$ cat config.mk
export PLATFORM = sky130hd
export DESIGN_NAME = wnws_ctrl
export DESIGN_NICKNAME = d
export VERILOG_FILES = /design/src/sv/wnws_pkg.sv /design/src/sv/wnws_ctrl.sv
export SDC_FILE = /design/constraint.sdc
export NUM_CORES = 1
export LEC_CHECK = 0
export ABC_CLOCK_PERIOD_IN_PS = 1750
export BUFFER_PORTS_ARGS = -buffer_cell sky130_fd_sc_hd__buf_2
export CORE_AREA = 2 2 39 41
export CTS_CLUSTER_DIAMETER = 30
export CTS_CLUSTER_SIZE = 24
export DETAILED_ROUTE_END_ITERATION = 10
export DIE_AREA = 0 0 41 43
export PLACE_DENSITY = 0.49
export SETUP_SLACK_MARGIN = 0.1
export SLEW_MARGIN = 20
export SYNTH_ARGS = -nofsm -noshare
export SYNTH_HDL_FRONTEND = slang
export SYNTH_SLANG_ARGS = --single-unit
$ cat constraint.sdc
create_clock -name clk_i -period 1.75 [get_ports clk_i]
set_input_delay 0.0875 -clock clk_i [delete_from_list [all_inputs] [get_ports clk_i]]
set_output_delay 0.0875 -clock clk_i [all_outputs]
set_load 0.01 [all_outputs]
$ cat src/sv/wnws_pkg.sv
`timescale 1ns / 1ps

package wnws_pkg;

  // Default table depth.
  localparam int unsigned MAX_POINTS_DEF = 1024;

  // Fixed field widths.
  localparam int unsigned CFG_IDX_W  = 3;
  localparam int unsigned CFG_DATA_W = 32;
  localparam int unsigned COORD_W    = 24;
  localparam int unsigned SLOT_W     = 10;
  localparam int unsigned CNT_CFG_W  = 11;
  localparam int unsigned DIST_W     = 32;

  // Input function codes.
  localparam logic FUNC_LOAD  = 1'b0;
  localparam logic FUNC_QUERY = 1'b1;

  // Configuration register indexes.
  localparam logic [CFG_IDX_W-1:0] REG_LOOP_MODE      = 3'd0;
  localparam logic [CFG_IDX_W-1:0] REG_POINT_COUNT    = 3'd1;
  localparam logic [CFG_IDX_W-1:0] REG_SEARCH_WINDOW  = 3'd2;
  localparam logic [CFG_IDX_W-1:0] REG_NO_MATCH_LIMIT = 3'd3;
  localparam logic [CFG_IDX_W-1:0] REG_LOST_THRESHOLD = 3'd4;

  // Register reset values.
  localparam logic [CNT_CFG_W-1:0] SEARCH_WINDOW_RST  = 11'd200;
  localparam logic [DIST_W-1:0]    NO_MATCH_LIMIT_RST = 32'd655360000;
  localparam logic [DIST_W-1:0]    LOST_THRESHOLD_RST = 32'd589824000;

  // Commands from the controller to the datapath.
  typedef struct packed {
    logic load;    // write the input word into the table
    logic query;   // latch the position and set up the walk
    logic reduce;  // subtract the point count from the walk index
    logic issue;   // read one table entry into the distance pipeline
    logic finish;  // publish the result and update the tracking state
  } wnws_cmd_t;

  // Status from the datapath to the controller.
  typedef struct packed {
    logic rem_zero;   // no points left to examine
    logic last_step;  // exactly one point left
    logic idx_over;   // loop mode and the walk index lies beyond the path
    logic pipe_busy;  // distance pipeline still holds points
    logic out_busy;   // the output register holds a word not yet taken
  } wnws_sts_t;

endpackage

$ cat src/sv/wnws_ctrl.sv
`timescale 1ns / 1ps

module wnws_ctrl (
  input  logic                clk_i,
  input  logic                rst_ni,
  input  logic                in_valid_i,
  input  logic                func_i,
  output logic                in_stall_o,
  input  wnws_pkg::wnws_sts_t sts_i,
  output wnws_pkg::wnws_cmd_t cmd_o
);
  import wnws_pkg::*;

  typedef enum logic [4:0] {
    ST_IDLE  = 5'b00001,
    ST_WRAP  = 5'b00010,
    ST_RUN   = 5'b00100,
    ST_DRAIN = 5'b01000,
    ST_DONE  = 5'b10000
  } state_e;

  state_e state_q, state_d;

  always_ff @(posedge clk_i or negedge rst_ni) begin
    if (!rst_ni) begin
      state_q <= ST_IDLE;
    end else begin
      state_q <= state_d;
    end
  end

  assign in_stall_o = (state_q != ST_IDLE);

  always_comb begin
    state_d = state_q;
    cmd_o   = '0;
    case (state_q)
      ST_IDLE: begin
        if (in_valid_i) begin
          if (func_i == FUNC_QUERY) begin
            cmd_o.query = 1'b1;
            state_d     = ST_WRAP;
          end else begin
            cmd_o.load = 1'b1;
          end
        end
      end
      ST_WRAP: begin
        // A start index left beyond a shortened closed path is brought back in range.
        if (sts_i.idx_over) begin
          cmd_o.reduce = 1'b1;
        end else begin
          state_d = ST_RUN;
        end
      end
      ST_RUN: begin
        cmd_o.issue = !sts_i.rem_zero;
        if (sts_i.rem_zero || sts_i.last_step) begin
          state_d = ST_DRAIN;
        end
      end
      ST_DRAIN: begin
        if (!sts_i.pipe_busy) begin
          state_d = ST_DONE;
        end
      end
      ST_DONE: begin
        if (!sts_i.out_busy) begin
          cmd_o.finish = 1'b1;
          state_d      = ST_IDLE;
        end
      end
      default: begin
        state_d = ST_IDLE;
      end
    endcase
  end

endmodule

; Word level (Yosys, flattened, before mapping)
; Cells that the tools add are included.
[word_totals]
ff_bits = 5
latch_bits = 0
ram_bits = 0
romBits = 0
inputBits = 9
out_inout_bits = 6
word_cells = 32
n_memories = 0
[op_classes]
addsub = 0
n_mul = 0
div_mod_pow = 0
magnitude_cmp = 0
eq_ne = 12
shifts = 0
muxes = 16
n_bitwise = 0
reduce_logical = 3
[ops]
columns = operator, n
row1 = two-way mux 5 bit, 6
row2 = one-hot mux 5 bit (5 select lines), 1
row3 = != test 2 bit (second input constant), 6
row4 = two-way mux 1 bit, 7
row5 = AND reduction 6 bit, 1
row6 = == test 5 x 1 -> 1 bit (second input constant), 1
row7 = == test 5 x 2 -> 1 bit (second input constant), 1
row8 = == test 5 x 3 -> 1 bit (second input constant), 1
row9 = == test 5 x 4 -> 1 bit (second input constant), 1
row10 = == test 5 bit (second input constant), 1
row11 = != test 5 x 1 -> 1 bit (second input constant), 1
row12 = two-way mux 2 bit, 2
row13 = zero test 1 bit, 1
row14 = logical OR 1 bit, 1

; Depth between registers and ports, before layout
[logic_depth]
depth_word = 3
ltp_mapped = 4
depth_no_buf = 4

; Worst setup path before layout
; No wires, ideal clock.
[synth_path]
kind = register to output
start = reg state_q[4]
end = out cmd_o[4] in the netlist's numbering
arrival_time_ns = 1.250
required_time_ns = 1.662
setup_slack_ns = 0.412
stages_incl_launch_ff = 4
path_buffers = 0
path_cell_list = dfrtp_1 -> nor4_2 -> nand2_1 -> nor3b_1
[synth_rtl]
columns = item, line_no
row1 = start: declaration, wnws_ctrl.sv:22  ; state_e state_q, state_d;
row2 = start signal: assignment, wnws_ctrl.sv:28  ; state_q <= state_d;
row3 = end: declaration, wnws_ctrl.sv:10  ; output wnws_pkg::wnws_cmd_t cmd_o

==> flow_summary.html <==
<table>
<tr><th>Metric</th><th>Value</th></tr>
<tr><th colspan="2">Outcome</th></tr>
<tr><td>Outcome</td><td>finished clean</td></tr>
<tr><th colspan="2">Floorplan</th></tr>
<tr><td>Floorplan Core Area</td><td>~1400 um^2</td></tr>
<tr><td>Die area</td><td>1760 um^2</td></tr>
<tr><td>Height of the chip</td><td>~43 um</td></tr>
<tr><td>Starting density of the core</td><td>23.2%</td></tr>
<tr><td>Row cnt</td><td>14</td></tr>
<tr><td>Ports</td><td>15</td></tr>
<tr><td>Die Wd</td><td>41 um</td></tr>
<tr><th colspan="2">STA</th></tr>
<tr><td>Final setup violation count</td><td>0</td></tr>
<tr><td>Worst setup margin</td><td>around 0.22 ns</td></tr>
<tr><td>Worst clock skew on the final layout</td><td>roughly 0.0053 ns</td></tr>
<tr><td>Slew headroom</td><td>slightly below 80%</td></tr>
<tr><td>Total negative setup slack</td><td>0 ns</td></tr>
<tr><td>Hold slack final</td><td>about 0.062 ns</td></tr>
<tr><td>Fin. Hold Viols</td><td>0</td></tr>
<tr><td>Number of pins exceeding their max-slew limit in the final report</td><td>0</td></tr>
<tr><td>Upper clock frequency limit</td><td>0.652 GHz</td></tr>
<tr><td>Minimum period implied by the final worst setup slack</td><td>around 1.5 ns</td></tr>
<tr><td>Pin slew with the least headroom to its limit</td><td>~0.33 ns</td></tr>
<tr><td>Post-route fraction of the period consumed by the critical path</td><td>between 80% and 90%</td></tr>
<tr><td>Setup repair after global routing missed its margin</td><td>false</td></tr>
<tr><th colspan="2">Pwr</th></tr>
<tr><td>Total leakage power</td><td>approximately 0.00022 uW</td></tr>
<tr><td>Power density over the cells</td><td>1510 nW/um^2</td></tr>
<tr><td>Maximum resistive drop on vdd</td><td>0.620 mV</td></tr>
<tr><th colspan="2">CTS</th></tr>
<tr><td>Clock slew at the register clock pins of the worst setup and hold paths</td><td>0.04 ns</td></tr>
<tr><td>Setup repair bufs after CTS</td><td>0</td></tr>
<tr><td>Maximum level of the CTS H-tree</td><td>1</td></tr>
<tr><td>Sink Count</td><td>5</td></tr>
<tr><td>Maximum number of buffers from clock root to sink</td><td>2</td></tr>
<tr><td>Clock latency of the later-clocked register in the worst-skew pair</td><td>~0.24 ns</td></tr>
<tr><td>Clock Root Buffer</td><td>sky130_fd_sc_hd__clkbuf_4</td></tr>
<tr><td>Total CTS buffers</td><td>3</td></tr>
<tr><td>Clock tree from TritonCTS</td><td>yes</td></tr>
<tr><th colspan="2">Synthesis</th></tr>
<tr><td>Sequential cell area fraction in the yosys report</td><td>between 30 and 40%</td></tr>
<tr><td>Post-synth top area share</td><td>31.1%</td></tr>
<tr><td>Distinct cell type count after synthesis</td><td>22</td></tr>
<tr><td>Synthesized instance count</td><td>37</td></tr>
<tr><td>Number of nets in the synthesized netlist</td><td>46</td></tr>
<tr><td>Mean instance size in the synthesized netlist</td><td>a little under 9 um^2</td></tr>
<tr><td>Synthesis warning total</td><td>0</td></tr>
<tr><td>Top cell type by total area after synthesis</td><td>sky130_fd_sc_hd__dfrtp_1</td></tr>
<tr><td>Number of register bits inferred by synthesis</td><td>5</td></tr>
<tr><td>Largest cells by area after synthesis</td><td>sky130_fd_sc_hd__dfrtp_1, sky130_fd_sc_hd__dfstp_2, sky130_fd_sc_hd__o21ai_1</td></tr>
<tr><td>Synthesized area</td><td>~320 um^2</td></tr>
<tr><th colspan="2">Setup path</th></tr>
<tr><td>Kind of capture point of the worst setup path</td><td>output port</td></tr>
<tr><td>Length in cells of the worst reg-to-reg path</td><td>4</td></tr>
<tr><td>Maximum fanout encountered on the critical timing path</td><td>6</td></tr>
<tr><td>Data arrival time of the critical path</td><td>approximately 1.5 ns</td></tr>
<tr><td>WP data required</td><td>1.66 ns</td></tr>
<tr><td>Worst Setup Start Kind</td><td>flip-flop</td></tr>
<tr><td>CP Class</td><td>reg -&gt; out</td></tr>
<tr><th colspan="2">Routing</th></tr>
<tr><td>Post-detailed-routing wire length</td><td>about 740 um</td></tr>
<tr><td>Via Count</td><td>between 300 and 400</td></tr>
<tr><td>Vias per std cell</td><td>between 4 and 5</td></tr>
<tr><td>First drt pass iteration count</td><td>4</td></tr>
<tr><td>Drc violations</td><td>0</td></tr>
<tr><td>ANT nets after route</td><td>0</td></tr>
<tr><td>Routed length per instance</td><td>10.2 um</td></tr>
<tr><td>Number of design-rule violations left by the first detailed-router iteration</td><td>2</td></tr>
<tr><th colspan="2">Cells and area</th></tr>
<tr><td>Commonest non-fill, non-tap cell in the layout</td><td>sky130_fd_sc_hd__buf_2</td></tr>
<tr><td>Area added between synthesis and finish</td><td>43.6%</td></tr>
<tr><td>Count of inserted antenna diode cells</td><td>0</td></tr>
<tr><td>Largest registers ranked by flip-flop count</td><td>state_q (5)</td></tr>
<tr><td>Layout net count</td><td>between 60 and 70</td></tr>
<tr><td>Register with the most flip-flops</td><td>state_q</td></tr>
<tr><td>Number of cells in the finished layout apart from fillers</td><td>72</td></tr>
<tr><td>Most frequent cells in the layout</td><td>sky130_fd_sc_hd__buf_2, sky130_fd_sc_hd__o21ai_1</td></tr>
<tr><td>Filler instances</td><td>between 150 and 200</td></tr>
<tr><td>Fraction of final layout cells with drive strength greater than 1</td><td>about 43%</td></tr>
<tr><td>Max reg flops</td><td>5</td></tr>
<tr><th colspan="2">Worst hold path</th></tr>
<tr><td>Number of instances on the worst hold path</td><td>2</td></tr>
<tr><td>Min-delay worst type</td><td>in -&gt; reg</td></tr>
<tr><th colspan="2">Global routing</th></tr>
<tr><td>Overall Global Routing Usage</td><td>11.5%</td></tr>
<tr><td>Global route total overflow</td><td>0</td></tr>
<tr><td>Vias in the first global route</td><td>between 300 and 400</td></tr>
<tr><td>Antenna violations before repair</td><td>0</td></tr>
<tr><td>Largest net degree at the start of global routing</td><td>9</td></tr>
<tr><td>Wire length of the first global-routing pass</td><td>1350 um</td></tr>
<tr><th colspan="2">Placement</th></tr>
<tr><td>Inst Count DP</td><td>67</td></tr>
<tr><td>Count of buffers inserted at the top-level ports</td><td>14</td></tr>
<tr><td>Final weighted congestion of routability-driven global placement</td><td>0.651</td></tr>
<tr><td>Worst slack, placed</td><td>about 0.38 ns</td></tr>
<tr><td>Post-detail-place hpwl</td><td>631 um</td></tr>
<tr><th colspan="2">Flow run</th></tr>
<tr><td>Max-capacitance violation count</td><td>0</td></tr>
</table>
area by class of cell:
type	count	area [um^2]	share of cell area, %
Tap cell	16	20.0	4.34
Timing Repair Buffer	15	80.1	17.3
Clock buffer	4	26.3	5.69
Sequential cell	5	129	27.9
Inverter	2	7.51	1.63
Multi-Input combinational cell	30	199	43.1
cell usage after synthesis (all sizes together):
master	instances
nor2b	2
and3	1
nor2	3
nand3	3
nand4b	1
nand2	4
o311ai	1
and4	1
inv	2
nand4	1
dfrtp	4
o21ai	5
o32ai	1
nor3b	1
dfstp	1
nor4	1
a21oi	1
nand3b	1
nor3	2
or4	1
final timing paths:
check | start | slack (ns) | end
min in group asynchronous | rst_ni | 0.20 | state_q[2]
max in group asynchronous | rst_ni | 1.34 | state_q[0]
worst max-delay path | state_q[1] | 0.22 | cmd_o[4]
worst min-delay path | sts_i[3] | 0.06 | state_q[2]
worst max register to register | state_q[0] | 0.40 | state_q[0]
worst min register to register | state_q[0] | 0.58 | state_q[0]
power by group:
part           leakage, uW  internal (uW)  switching, uW
Combinational     0.000148            159            175
Clock            0.0000150           85.8           41.2
Sequential       0.0000615            166           69.9
cell families (layout without fill, tap and decap cells):
group / count (synthesis) / in the layout / share of synthesized area [%]
simple gates: 22 / 22 / 43.6
compound gates: 8 / 8 / 14.8
flops: 5 / 5 / 39.3
buf+inv: 2 / 21 / 2.34
routing by layer:
layer	routed length, um	track usage [%]
met5	0	0
met4	0	6.00
met3	34	4.71
met2	358	15.3
met1	343	15.5
critical path, cell delays in order, from the launching register on:
cell                      delay (ns)
sky130_fd_sc_hd__dfrtp_1        0.44
sky130_fd_sc_hd__nor4_4         0.35
sky130_fd_sc_hd__nand2_2        0.10
sky130_fd_sc_hd__nor3b_1        0.17
sky130_fd_sc_hd__buf_2          0.15
per-stage QoR:
| stage | utilization [%] | total power, uW | cell area (um^2) |
|---|---|---|---|
| floorplan | - | 439 | 322 |
| global placement | 29.7 | 540 | 412 |
| detailed placement | 29.7 | 533 | 412 |
| CTS | 32.4 | 669 | 448 |
| global route | 33.4 | 772 | 462 |
| finish | 33.4 | 696 | 462 |
timing repair:
item                                    4_1_cts  5_1_grt
hold buffers                                  1        0
hold endpoints to repair                      5        0
endpoints found under the setup margin        0        1
resized for setup                             0        4
Power figures use the tool's default switching activity.
